[src/rtl/mm64_pkg.sv]
// Shared constants and types for the MurmurHash64A engine.
package mm64_pkg;

    localparam int unsigned WORD_W = 64;
    localparam int unsigned LEN_W  = 32;
    localparam int unsigned HALF_W = WORD_W / 2;

    localparam logic [WORD_W-1:0] HASH_SEED = 64'hdecafbaddecafbad;
    localparam logic [WORD_W-1:0] HASH_MUL  = 64'hc6a4a7935bd1e995;
    localparam int unsigned       HASH_SHR  = 47;

    localparam logic [HALF_W-1:0] MUL_LO = HASH_MUL[HALF_W-1:0];
    localparam logic [HALF_W-1:0] MUL_HI = HASH_MUL[WORD_W-1:HALF_W];

    // Request into the shared multiplier
    typedef struct packed {
        logic              start;
        logic [WORD_W-1:0] opnd;
    } t_mul_req;

    // Response from the shared multiplier
    typedef struct packed {
        logic              done;
        logic [WORD_W-1:0] prod;
    } t_mul_rsp;

endpackage

[src/rtl/mm64_in_if.sv]
// Input channel: message words with first-word flag and byte length.
interface mm64_in_if import mm64_pkg::*; ();
    logic              valid;
    logic              ready;
    logic [WORD_W-1:0] data_word;
    logic              first_word;
    logic [LEN_W-1:0]  msg_length;

    modport source (output valid, output data_word, output first_word,
                    output msg_length, input ready);
    modport sink   (input valid, input data_word, input first_word,
                    input msg_length, output ready);
endinterface

[src/rtl/mm64_out_if.sv]
// Output channel: finished 64-bit hash values.
interface mm64_out_if import mm64_pkg::*; ();
    logic              valid;
    logic              ready;
    logic [WORD_W-1:0] hash_value;

    modport source (output valid, output hash_value, input ready);
    modport sink   (input valid, input hash_value, output ready);
endinterface

[src/rtl/murmur64a_hash_engine_top.sv]
// MurmurHash64A engine, seed 0xdecafbaddecafbad: one word at a time through a shared multiplier.
// Each 64-bit multiply by the constant runs in the shared 32x32 unit: issue, 4 steps, done.
// A full middle word is one accept and then 3 multiplies; a short last word is one accept and one multiply.
// The first word adds the length multiply; the finishing multiply and the output load are added
// to the last word. Input is not ready while a word is in work.
// Reset (synchronous, active low) closes any open message and drops a pending result.
module murmur64a_hash_engine_top import mm64_pkg::*; (
    input  logic            i_clk,
    input  logic            i_rst_n,
    mm64_in_if.sink         i_in,
    mm64_out_if.source      o_out
);

    localparam logic [2:0] S_IDLE = 3'd0;
    localparam logic [2:0] S_INIT = 3'd1;
    localparam logic [2:0] S_K1   = 3'd2;
    localparam logic [2:0] S_K2   = 3'd3;
    localparam logic [2:0] S_ACC  = 3'd4;
    localparam logic [2:0] S_TAIL = 3'd5;
    localparam logic [2:0] S_FIN  = 3'd6;
    localparam logic [2:0] S_OUT  = 3'd7;

    logic [2:0]        r_state;
    logic              r_open;
    logic              r_pend;
    logic              r_out_valid;
    logic [WORD_W-1:0] r_acc;
    logic [WORD_W-1:0] r_k;
    logic [WORD_W-1:0] r_word;
    logic [LEN_W-1:0]  r_left;
    logic [WORD_W-1:0] r_hash;

    logic              w_in_acc;
    logic              w_mul_state;
    logic [WORD_W-1:0] w_mask;
    logic [WORD_W-1:0] w_fin;
    t_mul_req          w_req;
    t_mul_rsp          w_rsp;

    mm64_mul u_mul (
        .i_clk   (i_clk),
        .i_rst_n (i_rst_n),
        .i_req   (w_req),
        .o_rsp   (w_rsp)
    );

    assign i_in.ready       = (r_state == S_IDLE);
    assign w_in_acc         = i_in.valid && i_in.ready;
    assign o_out.valid      = r_out_valid;
    assign o_out.hash_value = r_hash;

    // Keep only the low bytes of a short last word
    assign w_mask = ~({WORD_W{1'b1}} << {r_left[2:0], 3'b000});
    assign w_fin  = w_rsp.prod ^ (w_rsp.prod >> HASH_SHR);

    // Pick the multiplier operand for the current step
    always_comb begin
        w_mul_state = 1'b1;
        unique case (r_state)
            S_INIT:  w_req.opnd = {{(WORD_W-LEN_W){1'b0}}, r_left};
            S_K1:    w_req.opnd = r_word;
            S_K2:    w_req.opnd = r_k ^ (r_k >> HASH_SHR);
            S_ACC:   w_req.opnd = r_acc ^ r_k;
            S_TAIL:  w_req.opnd = r_acc ^ (r_word & w_mask);
            S_FIN:   w_req.opnd = r_acc ^ (r_acc >> HASH_SHR);
            default: begin
                w_req.opnd  = r_acc;
                w_mul_state = 1'b0;
            end
        endcase
        w_req.start = w_mul_state && !r_pend;
    end

    // Sequencer control
    always_ff @(posedge i_clk) begin
        if (!i_rst_n) begin
            r_state     <= S_IDLE;
            r_open      <= 1'b0;
            r_pend      <= 1'b0;
            r_out_valid <= 1'b0;
            r_left      <= '0;
        end else begin
            // Load a finished hash into a free slot, drop the output once taken
            if (r_state == S_OUT && (!r_out_valid || o_out.ready)) begin
                r_out_valid <= 1'b1;
            end else if (o_out.ready) begin
                r_out_valid <= 1'b0;
            end
            if (w_req.start) begin
                r_pend <= 1'b1;
            end else if (w_rsp.done) begin
                r_pend <= 1'b0;
            end
            unique case (r_state)
                S_IDLE: begin
                    if (w_in_acc) begin
                        if (i_in.first_word) begin
                            r_left  <= i_in.msg_length;
                            r_open  <= 1'b1;
                            r_state <= S_INIT;
                        end else if (r_open) begin
                            r_state <= (r_left >= LEN_W'(8)) ? S_K1 : S_TAIL;
                        end
                    end
                end
                S_INIT: begin
                    if (w_rsp.done) begin
                        if (r_left == '0) begin
                            r_open  <= 1'b0;
                            r_state <= S_FIN;
                        end else begin
                            r_state <= (r_left >= LEN_W'(8)) ? S_K1 : S_TAIL;
                        end
                    end
                end
                S_K1: begin
                    if (w_rsp.done) r_state <= S_K2;
                end
                S_K2: begin
                    if (w_rsp.done) r_state <= S_ACC;
                end
                S_ACC: begin
                    if (w_rsp.done) begin
                        r_left <= r_left - LEN_W'(8);
                        if (r_left == LEN_W'(8)) begin
                            r_open  <= 1'b0;
                            r_state <= S_FIN;
                        end else begin
                            r_state <= S_IDLE;
                        end
                    end
                end
                S_TAIL: begin
                    if (w_rsp.done) begin
                        r_left  <= '0;
                        r_open  <= 1'b0;
                        r_state <= S_FIN;
                    end
                end
                S_FIN: begin
                    if (w_rsp.done) r_state <= S_OUT;
                end
                S_OUT: begin
                    // Hold until the output slot is free
                    if (!r_out_valid || o_out.ready) begin
                        r_state <= S_IDLE;
                    end
                end
                default: r_state <= S_IDLE;
            endcase
        end
    end

    // Datapath registers
    always_ff @(posedge i_clk) begin
        if (w_in_acc) begin
            r_word <= i_in.data_word;
        end
        if (w_rsp.done) begin
            case (r_state) inside
                S_INIT:         r_acc <= HASH_SEED ^ w_rsp.prod;
                S_K1, S_K2:     r_k   <= w_rsp.prod;
                S_ACC, S_TAIL:  r_acc <= w_rsp.prod;
                S_FIN:          r_acc <= w_fin;
                default:        r_acc <= r_acc;
            endcase
        end
        if (r_state == S_OUT && (!r_out_valid || o_out.ready)) begin
            r_hash <= r_acc;
        end
    end

endmodule

[src/rtl/mm64_mul.sv]
// Shared 64-bit multiplier by the hash constant, low half of the product, 32x32 per step.
module mm64_mul import mm64_pkg::*; (
    input  logic     i_clk,
    input  logic     i_rst_n,
    input  t_mul_req i_req,
    output t_mul_rsp o_rsp
);

    logic [WORD_W-1:0] r_a;
    logic [WORD_W-1:0] r_pp;
    logic [WORD_W-1:0] r_acc;
    logic [1:0]        r_step;
    logic              r_active;
    logic              r_done;

    logic [HALF_W-1:0] w_x;
    logic [HALF_W-1:0] w_y;
    logic [WORD_W-1:0] w_pp;

    // Pick the partial product for this step: lo*lo, lo*hi, hi*lo
    always_comb begin
        case (r_step)
            2'd1: begin
                w_x = r_a[HALF_W-1:0];
                w_y = MUL_HI;
            end
            2'd2: begin
                w_x = r_a[WORD_W-1:HALF_W];
                w_y = MUL_LO;
            end
            default: begin
                w_x = r_a[HALF_W-1:0];
                w_y = MUL_LO;
            end
        endcase
        w_pp = WORD_W'(w_x) * WORD_W'(w_y);
    end

    // Control: step counter and done pulse
    always_ff @(posedge i_clk) begin
        if (!i_rst_n) begin
            r_active <= 1'b0;
            r_step   <= 2'd0;
            r_done   <= 1'b0;
        end else begin
            r_done <= r_active && !i_req.start && (r_step == 2'd3);
            if (i_req.start) begin
                r_active <= 1'b1;
                r_step   <= 2'd0;
            end else if (r_active) begin
                r_step <= r_step + 2'd1;
                if (r_step == 2'd3) begin
                    r_active <= 1'b0;
                end
            end
        end
    end

    // Datapath: register each partial product, then fold it in
    always_ff @(posedge i_clk) begin
        if (i_req.start) begin
            r_a <= i_req.opnd;
        end
        if (r_active) begin
            r_pp <= w_pp;
            case (r_step) inside
                2'd1: r_acc <= r_pp;
                2'd2, 2'd3: r_acc[WORD_W-1:HALF_W] <=
                    r_acc[WORD_W-1:HALF_W] + r_pp[HALF_W-1:0];
                default: r_acc <= r_acc;
            endcase
        end
    end

    assign o_rsp.done = r_done;
    assign o_rsp.prod = r_acc;

endmodule
[src/flat_wrapper.sv]
// flat-port wrapper written by rule: the top's interface ports become plain ports
module murmur64a_hash_engine_top_flat import mm64_pkg::*;
  (i_clk, i_rst_n, i_in_valid, i_in_data_word, i_in_first_word, i_in_msg_length, i_in_ready, o_out_valid, o_out_hash_value, o_out_ready);
  mm64_in_if i_in_i ();
  mm64_out_if o_out_i ();
  input  logic i_clk;
  input  logic i_rst_n;
  input wire logic [$bits(i_in_i.valid)-1:0] i_in_valid;
  input wire logic [$bits(i_in_i.data_word)-1:0] i_in_data_word;
  input wire logic [$bits(i_in_i.first_word)-1:0] i_in_first_word;
  input wire logic [$bits(i_in_i.msg_length)-1:0] i_in_msg_length;
  output wire logic [$bits(i_in_i.ready)-1:0] i_in_ready;
  output wire logic [$bits(o_out_i.valid)-1:0] o_out_valid;
  output wire logic [$bits(o_out_i.hash_value)-1:0] o_out_hash_value;
  input wire logic [$bits(o_out_i.ready)-1:0] o_out_ready;
  assign i_in_i.valid = i_in_valid;
  assign i_in_i.data_word = i_in_data_word;
  assign i_in_i.first_word = i_in_first_word;
  assign i_in_i.msg_length = i_in_msg_length;
  assign i_in_ready = i_in_i.ready;
  assign o_out_valid = o_out_i.valid;
  assign o_out_hash_value = o_out_i.hash_value;
  assign o_out_i.ready = o_out_ready;
  murmur64a_hash_engine_top u_core (.i_clk(i_clk), .i_rst_n(i_rst_n), .i_in(i_in_i), .o_out(o_out_i));
endmodule
[config.mk]
export PLATFORM = sky130hd
export DESIGN_NAME = murmur64a_hash_engine_top_flat
export DESIGN_NICKNAME = d
export VERILOG_FILES = /design/src/rtl/mm64_pkg.sv /design/src/rtl/mm64_in_if.sv /design/src/rtl/mm64_out_if.sv /design/src/rtl/murmur64a_hash_engine_top.sv /design/src/rtl/mm64_mul.sv /design/src/flat_wrapper.sv
export SDC_FILE = /design/constraint.sdc
export NUM_CORES = 2
export LEC_CHECK = 0
export ABC_AREA = 1
export BUFFER_PORTS_ARGS = -buffer_cell sky130_fd_sc_hd__buf_2
export CORE_MARGIN = 4
export CORE_UTILIZATION = 59
export DETAILED_ROUTE_END_ITERATION = 16
export GPL_ROUTABILITY_DRIVEN = 0
export PLACE_DENSITY = 0.79
export REMOVE_ABC_BUFFERS = 1
export SLEW_MARGIN = 20
export SYNTH_ARGS = -nofsm -noshare
export SYNTH_HDL_FRONTEND = slang
export SYNTH_SLANG_ARGS = --single-unit
[constraint.sdc]
create_clock -name i_clk -period 8 [get_ports i_clk]
set_input_delay 0.8 -clock i_clk [delete_from_list [all_inputs] [get_ports i_clk]]
set_output_delay 0.8 -clock i_clk [all_outputs]
set_load 0.02 [all_outputs]
# Word level (Yosys, flattened, before mapping)
# Index checks and enable logic that the tools add are counted.
# word_totals
ff_bits	490
out_inout_bits	66
# classes
n_eq_ne	24
mul	1
add_sub_neg	3
shifts	1
n_lt_le_gt_ge	1
reduce_logical	29
n_bitwise	10
muxes	43
# op_table
operator	n
$pmux W64 S6	1
$mux W32	8
$mux W64	4
$xor A64 B17 Y64	3
$xor A64 B64 Y64	2
$pmux W32 S3	1
$and A64 B64 Y64	1
$mul A32 B32 Y64	1
$not A64 Y64	1
$shl A64 B6 Y64 const A	1
$not A44 Y44	1
$mux W3	13
$add A32 B32 Y32	1
$eq A32 B4 Y1 const B	1
$ge A32 B4 Y1 const B	1
$logic_not A32 Y1	1
$sub A32 B4 Y32 const B	1
$pmux W3 S8	1
$ne A2 B2 Y1 const B	9
$mux W1	14
$eq A3 B3 Y1 const B	4
$reduce_and A9 Y1	1
$reduce_and A8 Y1	1
$reduce_or A2 Y1	4
other kinds (20)	36

# Depth between registers and ports, before layout
# depth
ltp_word	7
mapped_depth	40
ltp_nobuf	39

# By module
# A second synthesis with hierarchy kept.
# unflattened
hier_cells	5721
area_unflattened_um2	50651.1
# modules_own_cells
mod	instances	seq_area_each_um2	area_per_inst_um2	cells_each
mm64_mul	1	5845.6	35616.7	4094
murmur64a_hash_engine_top	1	8448.1	15034.4	1627

# Worst setup path before layout
# Ideal clock, no wire load.
# synth_path
path_type	register -> register
from	register u_core.u_mul.r_step[0]
to	register u_core.u_mul.r_pp[59], data pin
n_path_buf	3
period_less_slack_ns	7.975
stages_incl_launch_ff	29
t_required_ns	7.748
setup_slack_ns	0.025
setup_ns	0.252
arrival_time_ns	7.723
path_cell_list	dfxtp_1 inv_1 ha_1 buf_2 buf_4 buf_2 o21ai_0 inv_1 nor2_1 inv_1 fa_1 inv_1 fa_1 fa_1 fa_1 fa_1 fa_1 fa_1 inv_1 fa_1 inv_1 ha_1 nand2_1 nor2_1 nand2_1 nor4_1 nand2_1 nand3_1 nand2_1
# synth_via
elab_chain_cells	3
# synth_lines
item	line_no	text
from (decl)	mm64_mul.sv:12	logic [1:0] r_step;
from (signal assigned)	mm64_mul.sv:51	r_step <= r_step + 2'd1;
$eq A2 B2 Y1 or $eq A2 B1 Y1 (tied branches)	mm64_mul.sv:22	case (r_step)
$mux W32	mm64_mul.sv:22	
$mul A32 B32 Y64 (*)	mm64_mul.sv:36	w_pp = WORD_W'(w_x) * WORD_W'(w_y);
named net u_core.u_mul.w_pp[59]	mm64_mul.sv:18	logic [WORD_W-1:0] w_pp;
to (signal assigned)	mm64_mul.sv:65	r_pp <= w_pp;
to (decl)	mm64_mul.sv:10	logic [WORD_W-1:0] r_pp;
# Mark *: on every way through the listed nets, which the timed path passes. The rest lies on a longest branch.
# A chain may end at the register's enable or synchronous reset.

# Final worst setup path
# layout_path
from	register u_core.u_mul.r_step[0]
to	register u_core.u_mul.r_pp[42], data pin
# The elaborated chain is that of the path after synthesis.

==> results.sh <==
export IMPL_max_slew_margin=0.194
export IMPL_synth_edf_count=448
export IMPL_clock_latency_ns=0.61
export IMPL_setup_violations_final=0
export IMPL_drt_drc_violations_left=0
export IMPL_hpwl_um=132000
export IMPL_yosys_warnings=0
export IMPL_routed_wire_length_per_instance_um=22.7
export IMPL_timing_critical_path_to_type="flip-flop"
export IMPL_die_area_um2=89300
export IMPL_clockRootBuffer="clkbuf_16"
export IMPL_timing_critical_path_mode_cell="fa_1"
export IMPL_netlist_area_um2=49900
export IMPL_timing_worst_slew_pin_value_ns=1.21
export IMPL_total_iterations_of_the_first_detailed_routing_run=8
export IMPL_critical_path_slowest_cell="fa_1"
export IMPL_synthesis_area_per_instance_um2=8.89
export IMPL_worst_path_max_fanout=20
export IMPL_post_route_min_period_ns=7.89
export IMPL_regToRegStartpoint="u_core.u_mul.r_step[0]"
export IMPL_worstPathRequired_ns=8.42
export IMPL_die_width_um=299
export IMPL_drive_gt1_frac=0.101
export IMPL_cts_sinks=490
export IMPL_drtAntennaViolNets=0
export IMPL_via_count=41500
export IMPL_via_count_of_the_first_global_routing_pass=41200
export IMPL_crit_path_max_incr_delay_ns=0.58
export IMPL_final_util=0.661
export IMPL_rsz0062_at_grt="yes"
export IMPL_layout_cell_area_non_filler_um2=55400
export IMPL_finalMaxSlewViolations=0
export IMPL_io_buffers=166
export IMPL_grt_overflow_total=0
export IMPL_hold_path_class="input pin to flip-flop"
export IMPL_synth_ff_latch_count=490
export IMPL_cts_made_buffers=51
export IMPL_cp_data_arrival_time_ns=8.31
export IMPL_ys_seq_area_frac=0.286
export IMPL_vias_per_cell=5.81
export IMPL_most_used_cells_in_the_layout_excluding_fill_and_tap_cells="inv_1 (1362), nand2_1 (1134), fa_1 (622)"
export IMPL_clk_pin_slew_worst_paths_ns=0.06
export IMPL_mostFrequentLayoutCell="inv_1"
export IMPL_setup_worst_path_start_class="flip-flop"
export IMPL_timing_worst_setup_path_type="flip-flop to flip-flop"
export IMPL_grt_usage=0.360
export IMPL_rr_endpoint="u_core.u_mul.r_pp[42]"
export IMPL_tritoncts="yes"
export IMPL_final_hold_viol_count=0
export IMPL_grt_first_pass_wirelength_um=242000
export IMPL_whs_path_depth=1
export IMPL_clock_fmax_ghz=0.127
export IMPL_first_iter_violations=5665
export IMPL_placed_cells=7028
export IMPL_crit_path_end="u_core.u_mul.r_pp[42]"
export IMPL_die_height_um=299
export IMPL_dominantRegCellSynth="edfxtp_1"
export IMPL_nets=7128
export IMPL_ctsHtreeMaxLevel=2
export IMPL_timing_critical_path_from="u_core.u_mul.r_step[0]"
export IMPL_synthArstFlopShare=0
export IMPL_placement_cell_area_um2=53400
export IMPL_ctsHoldBuffers=0
export IMPL_std_cell_rows=106
export IMPL_synth_distinct_cells=48
export IMPL_reg2reg_depth=28
export IMPL_cts_buffer_depth=3
export IMPL_wl_um=162000
export IMPL_timing_max_cap_violations=0
export IMPL_worst_setup_skew_after_layout_ns=0.0223
export IMPL_post_synthesis_cells=5612
export IMPL_outcome="completed"
export IMPL_initial_antenna_violation_count=1
export IMPL_io_pin_count=167
export IMPL_layout_area_overhead_vs_synth_pct=11.0
export IMPL_initial_utilization=0.595
export IMPL_finalHoldWorstSlack_ns=0.359
export IMPL_final_period_utilization=0.987
export IMPL_rrSetupSlack_ns=0.11
export IMPL_floorplan_core_area_um2=83800
export IMPL_finish_cell_count_without_fillers=7149
export IMPL_grt_start_max_net_pins=71
-- how the worst min path moves through the flow --
stage                              endpoint                    from
after floorplan            u_core.r_acc[18]  u_core.u_mul.r_acc[18]
after global placement        u_core.r_k[1]   u_core.u_mul.r_acc[1]
after detailed placement      u_core.r_k[4]   u_core.u_mul.r_acc[4]
after CTS                  u_core.r_word[5]       i_in_data_word[5]
after global routing      u_core.r_word[61]      i_in_data_word[61]
final                      u_core.r_word[5]       i_in_data_word[5]
-- sequential cells by signal, indices dropped and copies added, names as in the netlist, 2 cells and up --
signal	count
u_core.o_out.hash_value	64
u_core.r_acc	64
u_core.r_k	64
u_core.r_word	64
u_core.u_mul.r_a	64
u_core.u_mul.r_acc	64
u_core.u_mul.r_pp	64
u_core.r_left	32
u_core.r_state	3
u_core.u_mul.r_step	2
-- synth_stat cells (7+ instances only) --
cell type	n	area, um2
inv_1	1376	5160
nand2_1	1138	4270
fa_1	625	12500
edfxtp_1	448	13500
ha_1	433	5420
nor2_1	346	1300
a21oi_1	237	1190
o21ai_0	228	1140
nand3_1	213	1070
xor2_1	104	911
clkbuf_1	59	221
dfxtp_1	42	841
or2_2	39	244
nand4_1	36	225
xnor2_1	30	263
a31oi_1	27	169
buf_2	27	135
o21bai_1	24	180
nor3_1	22	110
o211ai_1	19	143
o22ai_1	18	113
nand3b_1	16	120
a22oi_1	12	90.1
and2_1	10	62.6
a211oi_1	7	52.6
a22o_1	7	61.3
buf_1	7	26.3
-- worst max-delay path, delay by kind of cell, from the launching register on --
family	cells	cell delay (ns)
adder cells (fa/ha/maj)	10	4.58
XOR/XNOR	1	0.24
flip-flops	1	0.37
AO/OA/AOI/OAI	1	0.09
buffers and inverters	8	1.02
AND/OR/NAND/NOR	8	1.39
-- per-layer routing --
metal	track usage	wire length, um	part of all wire	vias up
li1	-	-	-	18100
met1	0.451	54900	0.34	19500
met2	0.557	71100	0.44	3093
met3	0.0946	22500	0.14	768
met4	0.233	13900	0.086	2
met5	0	15	0.000092	-
-- timing repair --
item / in CTS / in global routing
gates cloned: 0 / 0
pin swaps: 0 / 2
hold endpoints to repair: 0 / 0
endpoints found under the setup margin: 35 / 44
gates resized for setup: 17 / 69
setup buffers: 4 / 17
-- logic make-up (layout without fill, tap and decap cells) --
group,count (synthesis),count (layout),synth area share
AO/OA/AOI/OAI,604,604,0.0666
buffers and inverters,1484,1881,0.113
AND/OR/NAND/NOR,1840,1840,0.152
XOR/XNOR,134,134,0.0235
flip-flops,490,490,0.286
other,2,8,0.000150
adder cells (fa/ha/maj),1058,1058,0.359
-- cell type report --
class | instances | area (um2)
multi-input combinational | 3639 | 30300
fill | 6468 | 28400
sequential | 490 | 14300
inverter | 1387 | 5220
timing repair buffer | 400 | 2630
tap | 1134 | 1420
clock buffer | 70 | 1360
clock inverter | 24 | 213
antenna | 5 | 12.5
-- metrics by stage --
step                      setup TNS, ns  worst slack (ns)
after global routing             -0.661           -0.0726
after CTS                             0            0.0254
after detailed placement          -2.08            -0.202
final                                 0             0.107
after floorplan                  -33.65            -0.943
after global placement           -0.609            -0.138
Power is not shown: default switching activity piles up to over one toggle a cycle in this logic, so the estimate is an artifact.
